`config.mk`:
```
export PLATFORM = sky130hd
export DESIGN_NAME = sd_card_init_and_block_command_sequencer
export DESIGN_NICKNAME = d
export VERILOG_FILES = /design/src/design/sdc_pkg.sv /design/src/design/sd_card_init_and_block_command_sequencer.sv /design/src/design/sdc_cfg.sv /design/src/design/sdc_step.sv
export SDC_FILE = /design/constraint.sdc
export NUM_CORES = 1
export LEC_CHECK = 0
export BUFFER_PORTS_ARGS = -buffer_cell sky130_fd_sc_hd__buf_4
export CORE_MARGIN = 8
export CORE_UTILIZATION = 52
export CTS_BUF_LIST = sky130_fd_sc_hd__clkbuf_16
export CTS_CLUSTER_DIAMETER = 80
export DETAILED_ROUTE_END_ITERATION = 10
export PLACE_DENSITY = 0.77
export SLEW_MARGIN = 20
export SYNTH_ARGS = -nofsm -noshare
export SYNTH_HDL_FRONTEND = slang
export SYNTH_HIERARCHICAL = 1
export SYNTH_SLANG_ARGS = --single-unit
```
`constraint.sdc`:
```
create_clock -name clk -period 4.2 [get_ports clk]
set_input_delay 0.63 -clock clk [delete_from_list [all_inputs] [get_ports clk]]
set_output_delay 0.63 -clock clk [all_outputs]
set_load 0.005 [all_outputs]
```
`src/design/sdc_pkg.sv`:
```
// ----------------------------------------------------------------------------
// sdc_pkg
// Types, codes and constants of the SD card init and block command sequencer.
// ----------------------------------------------------------------------------
`default_nettype none

package sdc_pkg;

	localparam int POLL_COUNT_WIDTH = 20;
	localparam int POLL_LIMIT_W     = 20;
	localparam int ATTEMPTS_W       = 8;
	localparam int CFG_DATA_W       = 20;
	localparam int S_TDATA_W        = 96;
	localparam int S_TUSER_W        = 2;
	localparam int M_TDATA_W        = 128;

	localparam logic [POLL_LIMIT_W-1:0] POLL_LIMIT_RST = 20'd100000;
	localparam logic [ATTEMPTS_W-1:0]   ATTEMPTS_RST   = 8'd10;

	localparam logic CFG_POLL_LIMIT = 1'b0;
	localparam logic CFG_OP_COND    = 1'b1;

	localparam logic [1:0] OP_START = 2'd0;
	localparam logic [1:0] OP_POLL  = 2'd1;
	localparam logic [1:0] OP_READ  = 2'd2;
	localparam logic [1:0] OP_WRITE = 2'd3;

	localparam logic [3:0] PH_IDLE    = 4'd0;
	localparam logic [3:0] PH_GO_IDLE = 4'd1;
	localparam logic [3:0] PH_IF_COND = 4'd2;
	localparam logic [3:0] PH_APP     = 4'd3;
	localparam logic [3:0] PH_OP_COND = 4'd4;
	localparam logic [3:0] PH_CID     = 4'd5;
	localparam logic [3:0] PH_RCA     = 4'd6;
	localparam logic [3:0] PH_SELECT  = 4'd7;
	localparam logic [3:0] PH_CSD     = 4'd8;
	localparam logic [3:0] PH_XFER    = 4'd9;

	localparam logic [1:0] KIND_NONE  = 2'd0;
	localparam logic [1:0] KIND_SHORT = 2'd1;
	localparam logic [1:0] KIND_LONG  = 2'd2;

	localparam logic [2:0] ST_BUSY      = 3'd0;
	localparam logic [2:0] ST_INIT_OK   = 3'd1;
	localparam logic [2:0] ST_INIT_FAIL = 3'd2;
	localparam logic [2:0] ST_XFER_OK   = 3'd3;
	localparam logic [2:0] ST_XFER_FAIL = 3'd4;
	localparam logic [2:0] ST_REJECT    = 3'd5;

	localparam logic [2:0] CAUSE_NONE      = 3'd0;
	localparam logic [2:0] CAUSE_TIMEOUT   = 3'd1;
	localparam logic [2:0] CAUSE_CRC       = 3'd2;
	localparam logic [2:0] CAUSE_NOINT     = 3'd3;
	localparam logic [2:0] CAUSE_EXHAUSTED = 3'd4;

	localparam int BIT_COMPLETE = 0;
	localparam int BIT_CRC      = 15;
	localparam int BIT_TIMEOUT  = 16;

	localparam logic [16:0] CLR_COMPLETE = 17'h00001;
	localparam logic [16:0] CLR_CRC      = 17'h08000;
	localparam logic [16:0] CLR_TIMEOUT  = 17'h10000;

	localparam logic [5:0] CMD_GO_IDLE  = 6'd0;
	localparam logic [5:0] CMD_CID      = 6'd2;
	localparam logic [5:0] CMD_RCA      = 6'd3;
	localparam logic [5:0] CMD_SELECT   = 6'd7;
	localparam logic [5:0] CMD_IF_COND  = 6'd8;
	localparam logic [5:0] CMD_CSD      = 6'd9;
	localparam logic [5:0] CMD_READ     = 6'd17;
	localparam logic [5:0] CMD_WRITE    = 6'd24;
	localparam logic [5:0] CMD_OP_COND  = 6'd41;
	localparam logic [5:0] CMD_APP      = 6'd55;

	localparam logic [31:0] ARG_IF_COND = 32'h000001AA;
	localparam logic [31:0] ARG_OCR     = 32'h00300000;
	localparam logic [31:0] ARG_HCS     = 32'h40000000;
	localparam int          OCR_READY   = 31;

	typedef struct packed {
		logic [3:0]            phase;
		logic [ATTEMPTS_W-1:0] attempts_left;
		logic                  card_is_v2;
		logic [15:0]           rel_card_addr;
		logic [31:0]           op_cond_word;
	} seq_state_t;

	typedef struct packed {
		logic [1:0]  op;
		logic [31:0] irq_stat;
		logic [31:0] resp_word;
		logic [31:0] blk_num;
	} item_t;

	typedef struct packed {
		logic [31:0] ocr_out;
		logic        is_v2_card;
		logic [15:0] rca_out;
		logic [2:0]  fail_cause;
		logic [2:0]  seq_status;
		logic [16:0] clear_mask;
		logic [13:0] cmd_word;
		logic [31:0] cmd_arg;
		logic [5:0]  cmd_idx;
		logic        issue_cmd;
	} result_t;

	typedef struct packed {
		logic [POLL_LIMIT_W-1:0] poll_limit;
		logic [ATTEMPTS_W-1:0]   op_cond_attempts;
	} cfg_t;

endpackage

`default_nettype wire

```
`src/design/sd_card_init_and_block_command_sequencer.sv`:
```
// ----------------------------------------------------------------------------
// sd_card_init_and_block_command_sequencer
// SD host command sequencer: init walk, status polls, block read/write issue.
// ----------------------------------------------------------------------------
//
// channel  | dir | tdata / tuser
// ---------+-----+---------------------------------------------------------
// s_axis   | in  | tuser: op; tdata: irq_stat, resp_word, blk_num
// m_axis   | out | tdata: issue_cmd .. ocr_out, one result per item
// cfg      | in  | cfg_we, cfg_index, cfg_data; no read-back
//
// One item per cycle sustained while m_tready keeps up; an input transfer is
// held in the input register, then the step logic writes the result register,
// which waits while a stalled result is held.
// arst_n clears control and sequencer state and resets configuration at once.
// A stalled result holds; the input register still takes one item behind it.
//
`default_nettype none

module sd_card_init_and_block_command_sequencer #(
	parameter int POLL_COUNT_WIDTH = sdc_pkg::POLL_COUNT_WIDTH
) (
	input  wire logic                           clk,
	input  wire logic                           arst_n,
	// s_axis
	input  wire logic                           s_tvalid,
	output logic                                s_tready,
	input  wire logic [sdc_pkg::S_TDATA_W-1:0]  s_tdata,  // irq_stat, resp_word, blk_num
	input  wire logic [sdc_pkg::S_TUSER_W-1:0]  s_tuser,  // op
	// m_axis
	output logic                                m_tvalid,
	input  wire logic                           m_tready,
	output logic      [sdc_pkg::M_TDATA_W-1:0]  m_tdata,  // issue_cmd, cmd_idx, cmd_arg,
	                                                      // cmd_word, clear_mask, seq_status,
	                                                      // fail_cause, rca_out, is_v2_card,
	                                                      // ocr_out, zero pad
	// configuration
	input  wire logic                           cfg_we,
	input  wire logic                           cfg_index,
	input  wire logic [sdc_pkg::CFG_DATA_W-1:0] cfg_data
);

	localparam int ResW = $bits(sdc_pkg::result_t);

	sdc_pkg::cfg_t               cfg;
	sdc_pkg::item_t              item_s1;
	logic                        valid_s1;
	sdc_pkg::seq_state_t         st_q;
	sdc_pkg::seq_state_t         st_next;
	logic [POLL_COUNT_WIDTH-1:0] poll_count_q;
	logic [POLL_COUNT_WIDTH-1:0] poll_count_next;
	sdc_pkg::result_t            res;
	sdc_pkg::result_t            res_q;
	logic                        out_valid_q;
	logic                        adv;

	sdc_cfg u_cfg (
		.clk       (clk),
		.arst_n    (arst_n),
		.cfg_we    (cfg_we),
		.cfg_index (cfg_index),
		.cfg_data  (cfg_data),
		.cfg       (cfg)
	);

	sdc_step #(
		.POLL_COUNT_WIDTH (POLL_COUNT_WIDTH)
	) u_step (
		.item            (item_s1),
		.st              (st_q),
		.poll_count      (poll_count_q),
		.cfg             (cfg),
		.st_next         (st_next),
		.poll_count_next (poll_count_next),
		.res             (res)
	);

	assign adv      = valid_s1 && (!out_valid_q || m_tready);
	assign s_tready = !valid_s1 || adv;

	always_ff @(posedge clk or negedge arst_n) begin
		if (!arst_n) begin
			valid_s1 <= 1'b0;
		end else if (s_tready) begin
			valid_s1 <= s_tvalid;
		end
	end

	always_ff @(posedge clk) begin
		if (s_tready && s_tvalid) begin
			item_s1.op        <= s_tuser;
			item_s1.irq_stat  <= s_tdata[31:0];
			item_s1.resp_word <= s_tdata[63:32];
			item_s1.blk_num   <= s_tdata[95:64];
		end
	end

	always_ff @(posedge clk or negedge arst_n) begin
		if (!arst_n) begin
			st_q         <= '0;
			poll_count_q <= '0;
			out_valid_q  <= 1'b0;
		end else if (adv) begin
			st_q         <= st_next;
			poll_count_q <= poll_count_next;
			out_valid_q  <= 1'b1;
		end else if (m_tready) begin
			out_valid_q  <= 1'b0;
		end
	end

	always_ff @(posedge clk) begin
		if (adv) begin
			res_q <= res;
		end
	end

	assign m_tvalid = out_valid_q;
	assign m_tdata  = {{(sdc_pkg::M_TDATA_W - ResW){1'b0}}, res_q};

endmodule

`default_nettype wire

```
`src/design/sdc_cfg.sv`:
```
// ----------------------------------------------------------------------------
// sdc_cfg
// Configuration registers: poll limit and op-cond attempt count.
// ----------------------------------------------------------------------------
`default_nettype none

module sdc_cfg (
	input  wire logic                           clk,
	input  wire logic                           arst_n,
	input  wire logic                           cfg_we,
	input  wire logic                           cfg_index,
	input  wire logic [sdc_pkg::CFG_DATA_W-1:0] cfg_data,
	output sdc_pkg::cfg_t                       cfg
);

	sdc_pkg::cfg_t cfg_q;

	always_ff @(posedge clk or negedge arst_n) begin
		if (!arst_n) begin
			cfg_q.poll_limit       <= sdc_pkg::POLL_LIMIT_RST;
			cfg_q.op_cond_attempts <= sdc_pkg::ATTEMPTS_RST;
		end else if (cfg_we) begin
			unique case (cfg_index)
				sdc_pkg::CFG_POLL_LIMIT: begin
					cfg_q.poll_limit <= cfg_data[sdc_pkg::POLL_LIMIT_W-1:0];
				end
				sdc_pkg::CFG_OP_COND: begin
					cfg_q.op_cond_attempts <= cfg_data[sdc_pkg::ATTEMPTS_W-1:0];
				end
				default: ;
			endcase
		end
	end

	assign cfg = cfg_q;

endmodule

`default_nettype wire

```
`src/design/sdc_step.sv`:
```
// ----------------------------------------------------------------------------
// sdc_step
// Next-state and result logic for one item of the command sequencer.
// ----------------------------------------------------------------------------
`default_nettype none

module sdc_step #(
	parameter int POLL_COUNT_WIDTH = sdc_pkg::POLL_COUNT_WIDTH
) (
	input  wire sdc_pkg::item_t               item,
	input  wire sdc_pkg::seq_state_t          st,
	input  wire logic [POLL_COUNT_WIDTH-1:0]  poll_count,
	input  wire sdc_pkg::cfg_t                cfg,
	output sdc_pkg::seq_state_t               st_next,
	output logic      [POLL_COUNT_WIDTH-1:0]  poll_count_next,
	output sdc_pkg::result_t                  res
);

	localparam int CmpW = (POLL_COUNT_WIDTH > sdc_pkg::POLL_LIMIT_W) ?
		POLL_COUNT_WIDTH : sdc_pkg::POLL_LIMIT_W;
	localparam logic [POLL_COUNT_WIDTH-1:0] PollMax = '1;

	always_comb begin
		sdc_pkg::seq_state_t           ns;
		logic [POLL_COUNT_WIDTH-1:0]   npc;
		logic [POLL_COUNT_WIDTH-1:0]   n;
		sdc_pkg::result_t              r;
		logic                          busy;
		logic                          succ;
		logic                          fail;
		logic [2:0]                    fail_c;
		logic                          do_attempt;
		logic                          do_issue;
		logic [5:0]                    iss_idx;
		logic [31:0]                   iss_arg;
		logic [1:0]                    iss_kind;
		logic [3:0]                    iss_next;
		logic                          do_fin;
		logic [2:0]                    fin_st;
		logic [2:0]                    fin_cause;

		ns         = st;
		npc        = poll_count;
		n          = poll_count;
		r          = '0;
		r.seq_status = sdc_pkg::ST_BUSY;
		r.fail_cause = sdc_pkg::CAUSE_NONE;
		busy       = (st.phase >= sdc_pkg::PH_GO_IDLE) && (st.phase <= sdc_pkg::PH_XFER);
		succ       = 1'b0;
		fail       = 1'b0;
		fail_c     = sdc_pkg::CAUSE_NONE;
		do_attempt = 1'b0;
		do_issue   = 1'b0;
		iss_idx    = sdc_pkg::CMD_GO_IDLE;
		iss_arg    = '0;
		iss_kind   = sdc_pkg::KIND_NONE;
		iss_next   = sdc_pkg::PH_IDLE;
		do_fin     = 1'b0;
		fin_st     = sdc_pkg::ST_BUSY;
		fin_cause  = sdc_pkg::CAUSE_NONE;

		if (!busy) begin
			ns.phase = sdc_pkg::PH_IDLE;
		end

		if (item.op == sdc_pkg::OP_POLL) begin
			if (!busy) begin
				r.seq_status = sdc_pkg::ST_REJECT;
			end else if (item.irq_stat[sdc_pkg::BIT_COMPLETE]) begin
				r.clear_mask = sdc_pkg::CLR_COMPLETE;
				succ = 1'b1;
			end else if (item.irq_stat[sdc_pkg::BIT_TIMEOUT]) begin
				r.clear_mask = sdc_pkg::CLR_TIMEOUT;
				fail   = 1'b1;
				fail_c = sdc_pkg::CAUSE_TIMEOUT;
			end else if (item.irq_stat[sdc_pkg::BIT_CRC]) begin
				r.clear_mask = sdc_pkg::CLR_CRC;
				fail   = 1'b1;
				fail_c = sdc_pkg::CAUSE_CRC;
			end else begin
				if (poll_count != PollMax) begin
					n = poll_count + 1'b1;
				end
				npc = n;
				if ((CmpW'(n) >= CmpW'(cfg.poll_limit)) || (n == PollMax)) begin
					fail   = 1'b1;
					fail_c = sdc_pkg::CAUSE_NOINT;
				end
			end
		end else if (busy) begin
			r.seq_status = sdc_pkg::ST_REJECT;
		end else if (item.op == sdc_pkg::OP_START) begin
			ns.attempts_left = cfg.op_cond_attempts;
			do_issue = 1'b1;
			iss_idx  = sdc_pkg::CMD_GO_IDLE;
			iss_arg  = '0;
			iss_kind = sdc_pkg::KIND_NONE;
			iss_next = sdc_pkg::PH_GO_IDLE;
		end else begin
			do_issue = 1'b1;
			iss_idx  = (item.op == sdc_pkg::OP_READ) ? sdc_pkg::CMD_READ : sdc_pkg::CMD_WRITE;
			iss_arg  = st.card_is_v2 ? item.blk_num : {item.blk_num[22:0], 9'd0};
			iss_kind = sdc_pkg::KIND_SHORT;
			iss_next = sdc_pkg::PH_XFER;
		end

		if (succ) begin
			unique case (st.phase)
				sdc_pkg::PH_GO_IDLE: begin
					do_issue = 1'b1;
					iss_idx  = sdc_pkg::CMD_IF_COND;
					iss_arg  = sdc_pkg::ARG_IF_COND;
					iss_kind = sdc_pkg::KIND_SHORT;
					iss_next = sdc_pkg::PH_IF_COND;
				end
				sdc_pkg::PH_IF_COND: begin
					ns.card_is_v2 = 1'b1;
					do_attempt = 1'b1;
				end
				sdc_pkg::PH_APP: begin
					do_issue = 1'b1;
					iss_idx  = sdc_pkg::CMD_OP_COND;
					iss_arg  = sdc_pkg::ARG_OCR | (st.card_is_v2 ? sdc_pkg::ARG_HCS : 32'd0);
					iss_kind = sdc_pkg::KIND_SHORT;
					iss_next = sdc_pkg::PH_OP_COND;
				end
				sdc_pkg::PH_OP_COND: begin
					ns.op_cond_word = item.resp_word;
					if (item.resp_word[sdc_pkg::OCR_READY]) begin
						do_issue = 1'b1;
						iss_idx  = sdc_pkg::CMD_CID;
						iss_arg  = '0;
						iss_kind = sdc_pkg::KIND_LONG;
						iss_next = sdc_pkg::PH_CID;
					end else begin
						do_attempt = 1'b1;
					end
				end
				sdc_pkg::PH_CID: begin
					do_issue = 1'b1;
					iss_idx  = sdc_pkg::CMD_RCA;
					iss_arg  = '0;
					iss_kind = sdc_pkg::KIND_SHORT;
					iss_next = sdc_pkg::PH_RCA;
				end
				sdc_pkg::PH_RCA: begin
					ns.rel_card_addr = item.resp_word[31:16];
					do_issue = 1'b1;
					iss_idx  = sdc_pkg::CMD_SELECT;
					iss_arg  = {item.resp_word[31:16], 16'd0};
					iss_kind = sdc_pkg::KIND_SHORT;
					iss_next = sdc_pkg::PH_SELECT;
				end
				sdc_pkg::PH_SELECT: begin
					do_issue = 1'b1;
					iss_idx  = sdc_pkg::CMD_CSD;
					iss_arg  = {st.rel_card_addr, 16'd0};
					iss_kind = sdc_pkg::KIND_LONG;
					iss_next = sdc_pkg::PH_CSD;
				end
				sdc_pkg::PH_CSD: begin
					do_fin = 1'b1;
					fin_st = sdc_pkg::ST_INIT_OK;
				end
				default: begin
					do_fin = 1'b1;
					fin_st = sdc_pkg::ST_XFER_OK;
				end
			endcase
		end

		if (fail) begin
			unique case (st.phase)
				sdc_pkg::PH_IF_COND: begin
					ns.card_is_v2 = 1'b0;
					do_attempt = 1'b1;
				end
				sdc_pkg::PH_APP, sdc_pkg::PH_OP_COND: begin
					do_attempt = 1'b1;
				end
				sdc_pkg::PH_XFER: begin
					do_fin    = 1'b1;
					fin_st    = sdc_pkg::ST_XFER_FAIL;
					fin_cause = fail_c;
				end
				default: begin
					do_fin    = 1'b1;
					fin_st    = sdc_pkg::ST_INIT_FAIL;
					fin_cause = fail_c;
				end
			endcase
		end

		if (do_attempt) begin
			if (st.attempts_left == '0) begin
				do_fin    = 1'b1;
				fin_st    = sdc_pkg::ST_INIT_FAIL;
				fin_cause = sdc_pkg::CAUSE_EXHAUSTED;
			end else begin
				ns.attempts_left = st.attempts_left - 1'b1;
				do_issue = 1'b1;
				iss_idx  = sdc_pkg::CMD_APP;
				iss_arg  = '0;
				iss_kind = sdc_pkg::KIND_SHORT;
				iss_next = sdc_pkg::PH_APP;
			end
		end

		if (do_issue) begin
			r.issue_cmd = 1'b1;
			r.cmd_idx   = iss_idx;
			r.cmd_arg   = iss_arg;
			r.cmd_word  = {iss_idx, 1'b1, 5'd0, iss_kind};
			ns.phase    = iss_next;
			npc         = '0;
		end

		if (do_fin) begin
			r.seq_status = fin_st;
			r.fail_cause = fin_cause;
			ns.phase     = sdc_pkg::PH_IDLE;
			npc          = '0;
		end

		r.rca_out    = ns.rel_card_addr;
		r.is_v2_card = ns.card_is_v2;
		r.ocr_out    = ns.op_cond_word;

		st_next         = ns;
		poll_count_next = npc;
		res             = r;
	end

endmodule

`default_nettype wire

```
# Yosys cells after proc, flatten, opt, wreduce, memory -nomap -nowiden
# Cells that the tools add are included.
# Widths: inputs -> output; s select.
word_totals:
  ram_bits: 0
  memories: 0
  input_bits: 124
  elab_cells: 191
  latch_bits: 0
  register_bits: 319
  romBits: 0
op_classes:
  n_addsub: 2
  eq_ne: 17
  bitwise: 3
  div_mod_pow: 0
  muxes: 115
  multipliers: 0
  n_reduce_logical: 24
  shifts: 0
  magnitude_cmp: 3
op_table:
  columns: ["operator", "count"]
  rows:
  - ["$mux 32", 9]
  - ["$mux 20", 13]
  - ["$pmux 32 s6", 1]
  - ["$mux 49", 1]
  - ["$mux 47", 1]
  - ["$mux 3", 15]
  - ["$mux 4", 11]
  - ["$mux 6", 7]
  - ["$mux 8", 5]
  - ["$pmux 6 s6", 1]
  - ["$mux 1", 32]
  - ["$mux 16", 2]
  - ["$mux 31", 1]
  - ["$pmux 4 s6", 1]
  - ["$add 20x1->20 const B", 1]
  - ["$eq 20x20->1 const B", 1]
  - ["$ge 20x20->1", 1]
  - ["$ne 20x20->1 const B", 1]
  - ["$mux 2", 9]
  - ["$mux 17", 1]
  - ["$eq 4x3->1 const B", 4]
  - ["$ne 3x1->1 const B", 3]
  - ["$eq 4x2->1 const B", 2]
  - ["$eq 4x4->1 const B", 2]
  - ["25 further kinds", 39]

# Logic depth before layout (Yosys ltp)
logic_depth:
  word_depth: 20
  mapped_depth: 21

# By module
# Netlist, hierarchy kept.
modules_own_cells:
  columns: ["module", "cells_each", "seq_area_each_um2", "area_each_um2", "n_inst"]
  rows:
  - ["sd_card_init_and_block_command_sequencer", 406, 8773.4, 9857.0, 1]
  - ["sdc_step", 674, 0.0, 4347.9, 1]
  - ["sdc_cfg", 60, 710.7, 1143.6, 1]

# Worst setup path after synthesis
# OpenSTA, ideal clock, no wires.
synth_timing:
  path_kind: "register -> register"
  from: "register poll_count_q[1]"
  to: "register poll_count_q[17]"
  setup_time_ps: 65
  synth_period_minus_slack_ps: 4096
  path_buffers: 1
  slack_ps: 104
  required_ps: 4135
  stages_incl_launch_ff: 19
  arrival_time_ps: 4032
  cell_sequence: "dfrtp_1 ha_1 nand3_1 nor3_1 nand3_2 and3_1 xor2_1 ha_1 nand3_1 a21oi_1 a211oi_1 o211a_1 nand3_1 a2111oi_4 nor2_2 or4_4 buf_6 nor3_2 mux2_2"
synth_between:
  word_cells_on_any_way: 35
  classes_between: "add/sub: 1; order compare: 1; eq/ne: 5; mux: 24; reduce/logical: 4"
synth_rtl:
  columns: ["element", "line", "source"]
  rows:
  - ["start, declared", "sd_card_init_and_block_command_sequencer.sv:50", "logic [POLL_COUNT_WIDTH-1:0] poll_count_q;"]
  - ["start signal, assigned", "sd_card_init_and_block_command_sequencer.sv:105", "poll_count_q <= poll_count_next;"]
  - ["$add 20x1->20 or $ne 20x20->1 (tied branches)", "sdc_step.sv:82, sdc_step.sv:81", null]
  - ["$mux 20 *", "sdc_step.sv:81", "if (poll_count != PollMax) begin"]
  - ["$mux 20 *", "sdc_step.sv:76", "end else if (item.irq_stat[sdc_pkg::BIT_CRC]) begin"]
  - ["$mux 20 *", "sdc_step.sv:72", "end else if (item.irq_stat[sdc_pkg::BIT_TIMEOUT]) begin"]
  - ["$mux 20 *", "sdc_step.sv:69", "end else if (item.irq_stat[sdc_pkg::BIT_COMPLETE]) begin"]
  - ["$mux 20 *", "sdc_step.sv:67", "if (!busy) begin"]
  - ["$mux 20 *", "sdc_step.sv:66", "if (item.op == sdc_pkg::OP_POLL) begin"]
  - ["$ge 20x20->1 or $eq 20x20->1 (tied branches)", "sdc_step.sv:85", "if ((CmpW'(n) >= CmpW'(cfg.poll_limit)) || (n == PollMax)) begin"]
  - ["[... 4 more ...]", null, null]
  - ["$mux 1", "sdc_step.sv:69", null]
  - ["$mux 1", "sdc_step.sv:67", null]
  - ["$mux 1", "sdc_step.sv:66", null]
  - ["$mux 1", "sdc_step.sv:172", "if (fail) begin"]
  - ["$mux 1 (on tied branches)", "sdc_step.sv:194, sdc_step.sv:195", null]
  - ["$mux 20 or $mux 1 (tied branches)", "sdc_step.sv:209, sdc_step.sv:194", null]
  - ["$mux 20 *", "sdc_step.sv:218", "if (do_fin) begin"]
  - ["net poll_count_next[17]", "sd_card_init_and_block_command_sequencer.sv:51", "logic [POLL_COUNT_WIDTH-1:0] poll_count_next;"]
# The timed path passes the listed nets; every way through them passes the cells marked *. The select of a mux whose other input is x is not followed.
# A chain may end at the register's enable or synchronous reset.

==> impl_metrics.json <==
{
  "worstMarginPinSlew_ns": 1.052,
  "finClkSkew_ns": 0.01921,
  "syn-mean-instance-area_um2": 13.03,
  "hold_violations": 0,
  "wirelength_um": 35060,
  "ant_nets": 0,
  "power_mw": 7.615,
  "cts_sinks": 305,
  "grt_pass1_wl_um": 53680,
  "area_delta_synth_final_pct": 21.55,
  "cts.htree.levels": 2,
  "critPathLaunchType": "flip-flop",
  "num-fill-cells": 2100,
  "die_w_um": 182.9,
  "final.setup.tns_ns": 0,
  "cts_root_buffer": "clkbuf_16",
  "synth_area_um2": 14480,
  "hp-class": "in -> async",
  "clkPwrFrac_pct": 35.6,
  "start_util_pct": 52.40,
  "fin_nets": 1489,
  "cts.hold.buffers_added": 0,
  "clkLatencyLatePin_ns": 0.52,
  "required_ns": 4.60,
  "grt_overflow": 0,
  "worstReg2RegStart": "poll_count_q[0]",
  "power_leakage_nw": 7.702,
  "gp_congestion": 0.8878,
  "num_rows": 61,
  "crit_path_start": "poll_count_q[0]",
  "end_kind": "flip-flop",
  "path_clk_slew_ns": 0.06,
  "fmaxAchievable_mhz": 248.3,
  "switching_share_pct": 26.41,
  "critical_path_class": "reg -> reg",
  "slew_violations": 0,
  "diodes": 0,
  "relSlewSlack_pct": 29.31,
  "r2r_slack_ns": 0.17,
  "irDropWorstVdd_v": 0.0003496,
  "period_share_pct": 95.91,
  "io_pins": 254,
  "grt_pass1_vias": 9908,
  "final_area_um2": 17600,
  "p_per_area_nw_per_um2": 432.7,
  "pwr-share-comb_pct": 16.5,
  "dieArea_um2": 33440,
  "min_period_ns": 4.028,
  "worstPathArrival_ns": 4.42,
  "switchingPower_mw": 2.011,
  "ys_warn_count": 6,
  "post-dp-hpwl_um": 24170,
  "place_area_um2": 16370,
  "cts_tree": "built",
  "rr_endpoint": "st_q[55]",
  "core_um2": 27630,
  "power.internal_mw": 5.603,
  "die_h_um": 182.9,
  "drt-initial-drc-count": 542,
  "grt_max_degree": 63,
  "track_usage_pct": 20.34,
  "drv_cap": 0,
  "antenna_found_initial": 3,
  "reg2regPathDepth": 19,
  "cts_made_buffers": 34,
  "worst-path-max-fanout": 7,
  "clock_path_buffers": 3,
  "layout_common_cells": "301 x buf_4, 194 x edfxtp_1, 134 x mux2_2",
  "via_per_inst": 5.432,
  "final_common_cell": "buf_4",
  "finalNonFillerCells": 1744,
  "synthCells": 1111,
  "firstDrtPassIters": 5,
  "status": "finished clean",
  "vias": 9474,
  "post_drt_wl_per_cell_um": 20.10,
  "crit_end": "st_q[55]",
  "dp.cells": 1673,
  "portBuffers": 221,
  "drc": 0,
  "setup_viol": 0,
  "p_seq_share_pct": 47.9,
  "drive_gt1_share_pct": 41.00
}
-- layer usage --
metal | part of all wire [%] | global-route usage [%]
met5 | 0.11 | 0
met2 | 48 | 33.76
met3 | 9.4 | 7.776
met4 | 2.8 | 6.831
met1 | 40 | 24.09
-- critical path, cell delays in order (launching register included) --
cell       delay (ns)
dfrtp_1          0.37
ha_2             0.21
and3_4           0.21
buf_4            0.12
nand4_1          0.14
and4_1           0.25
or2_4            0.25
ha_4             0.27
nand4_1          0.10
nor2_2           0.17
o211ai_1         0.11
o211a_1          0.22
nand3_2          0.11
a2111oi_4        0.06
buf_4            0.17
buf_4            0.13
o31ai_4          0.41
and2_4           0.22
a311oi_1         0.09
mux2_2           0.29
-- state kept, by name (all words and copies together), names as in the netlist --
signal,flops
m_tdata,125
item_s1,69
m_tvalid,1
valid_s1,1
poll_count_q,20
u_cfg/cfg,28
st_q,61
-- layout make-up --
| type | count | area [um2] | area share (%) |
|---|---|---|---|
| Clock buffer | 34 | 850.8 | 4.835 |
| Multi-Input combinational cell | 666 | 5060 | 28.75 |
| Clock inverter | 27 | 173.9 | 0.9883 |
| Tap cell | 378 | 473.0 | 2.688 |
| Timing Repair Buffer | 305 | 2313 | 13.15 |
| Inverter | 29 | 111.4 | 0.6328 |
| Sequential cell | 305 | 8615 | 48.95 |
-- power groups by stage --
stage	Sequential, mW	Combinational (mW)	Clock (mW)
after floorplan	3.68	0.757	0
after global placement	3.69	1.18	0
after detailed placement	3.70	1.21	0
after CTS	3.65	1.21	2.79
after global routing	3.68	1.37	2.92
final	3.65	1.25	2.71
-- worst min-delay path by stage --
stage               slack [ns]     endpoint  depth (start not counted)
detailed placement        0.49     st_q[23]                          1
floorplan                 0.33     m_tvalid                          0
CTS                       0.27     st_q[52]                          1
global route              0.26  item_s1[13]                          1
finish                    0.24     st_q[52]                          1
global placement          0.48     st_q[29]                          1
-- stage by stage --
stage / worst slack [ns] / hold slack (ns) / utilization, %
after global routing: -0.03786 / 0.2637 / 63.69
after detailed placement: -0.01790 / 0.4877 / 59.24
after floorplan: 0.1037 / 0.3344 / -
after global placement: 0.06014 / 0.4808 / 59.24
final: 0.1719 / 0.2350 / 63.69
after CTS: 0.01886 / 0.2672 / 62.97
-- timing repair --
item | in CTS | in global routing
buffers inserted | 0 | 9
gates cloned | 0 | 1
resized for setup | 1 | 29
setup endpoints to repair | 4 | 38
pin swaps | 0 | 13
Power figures use the tool's default switching activity.
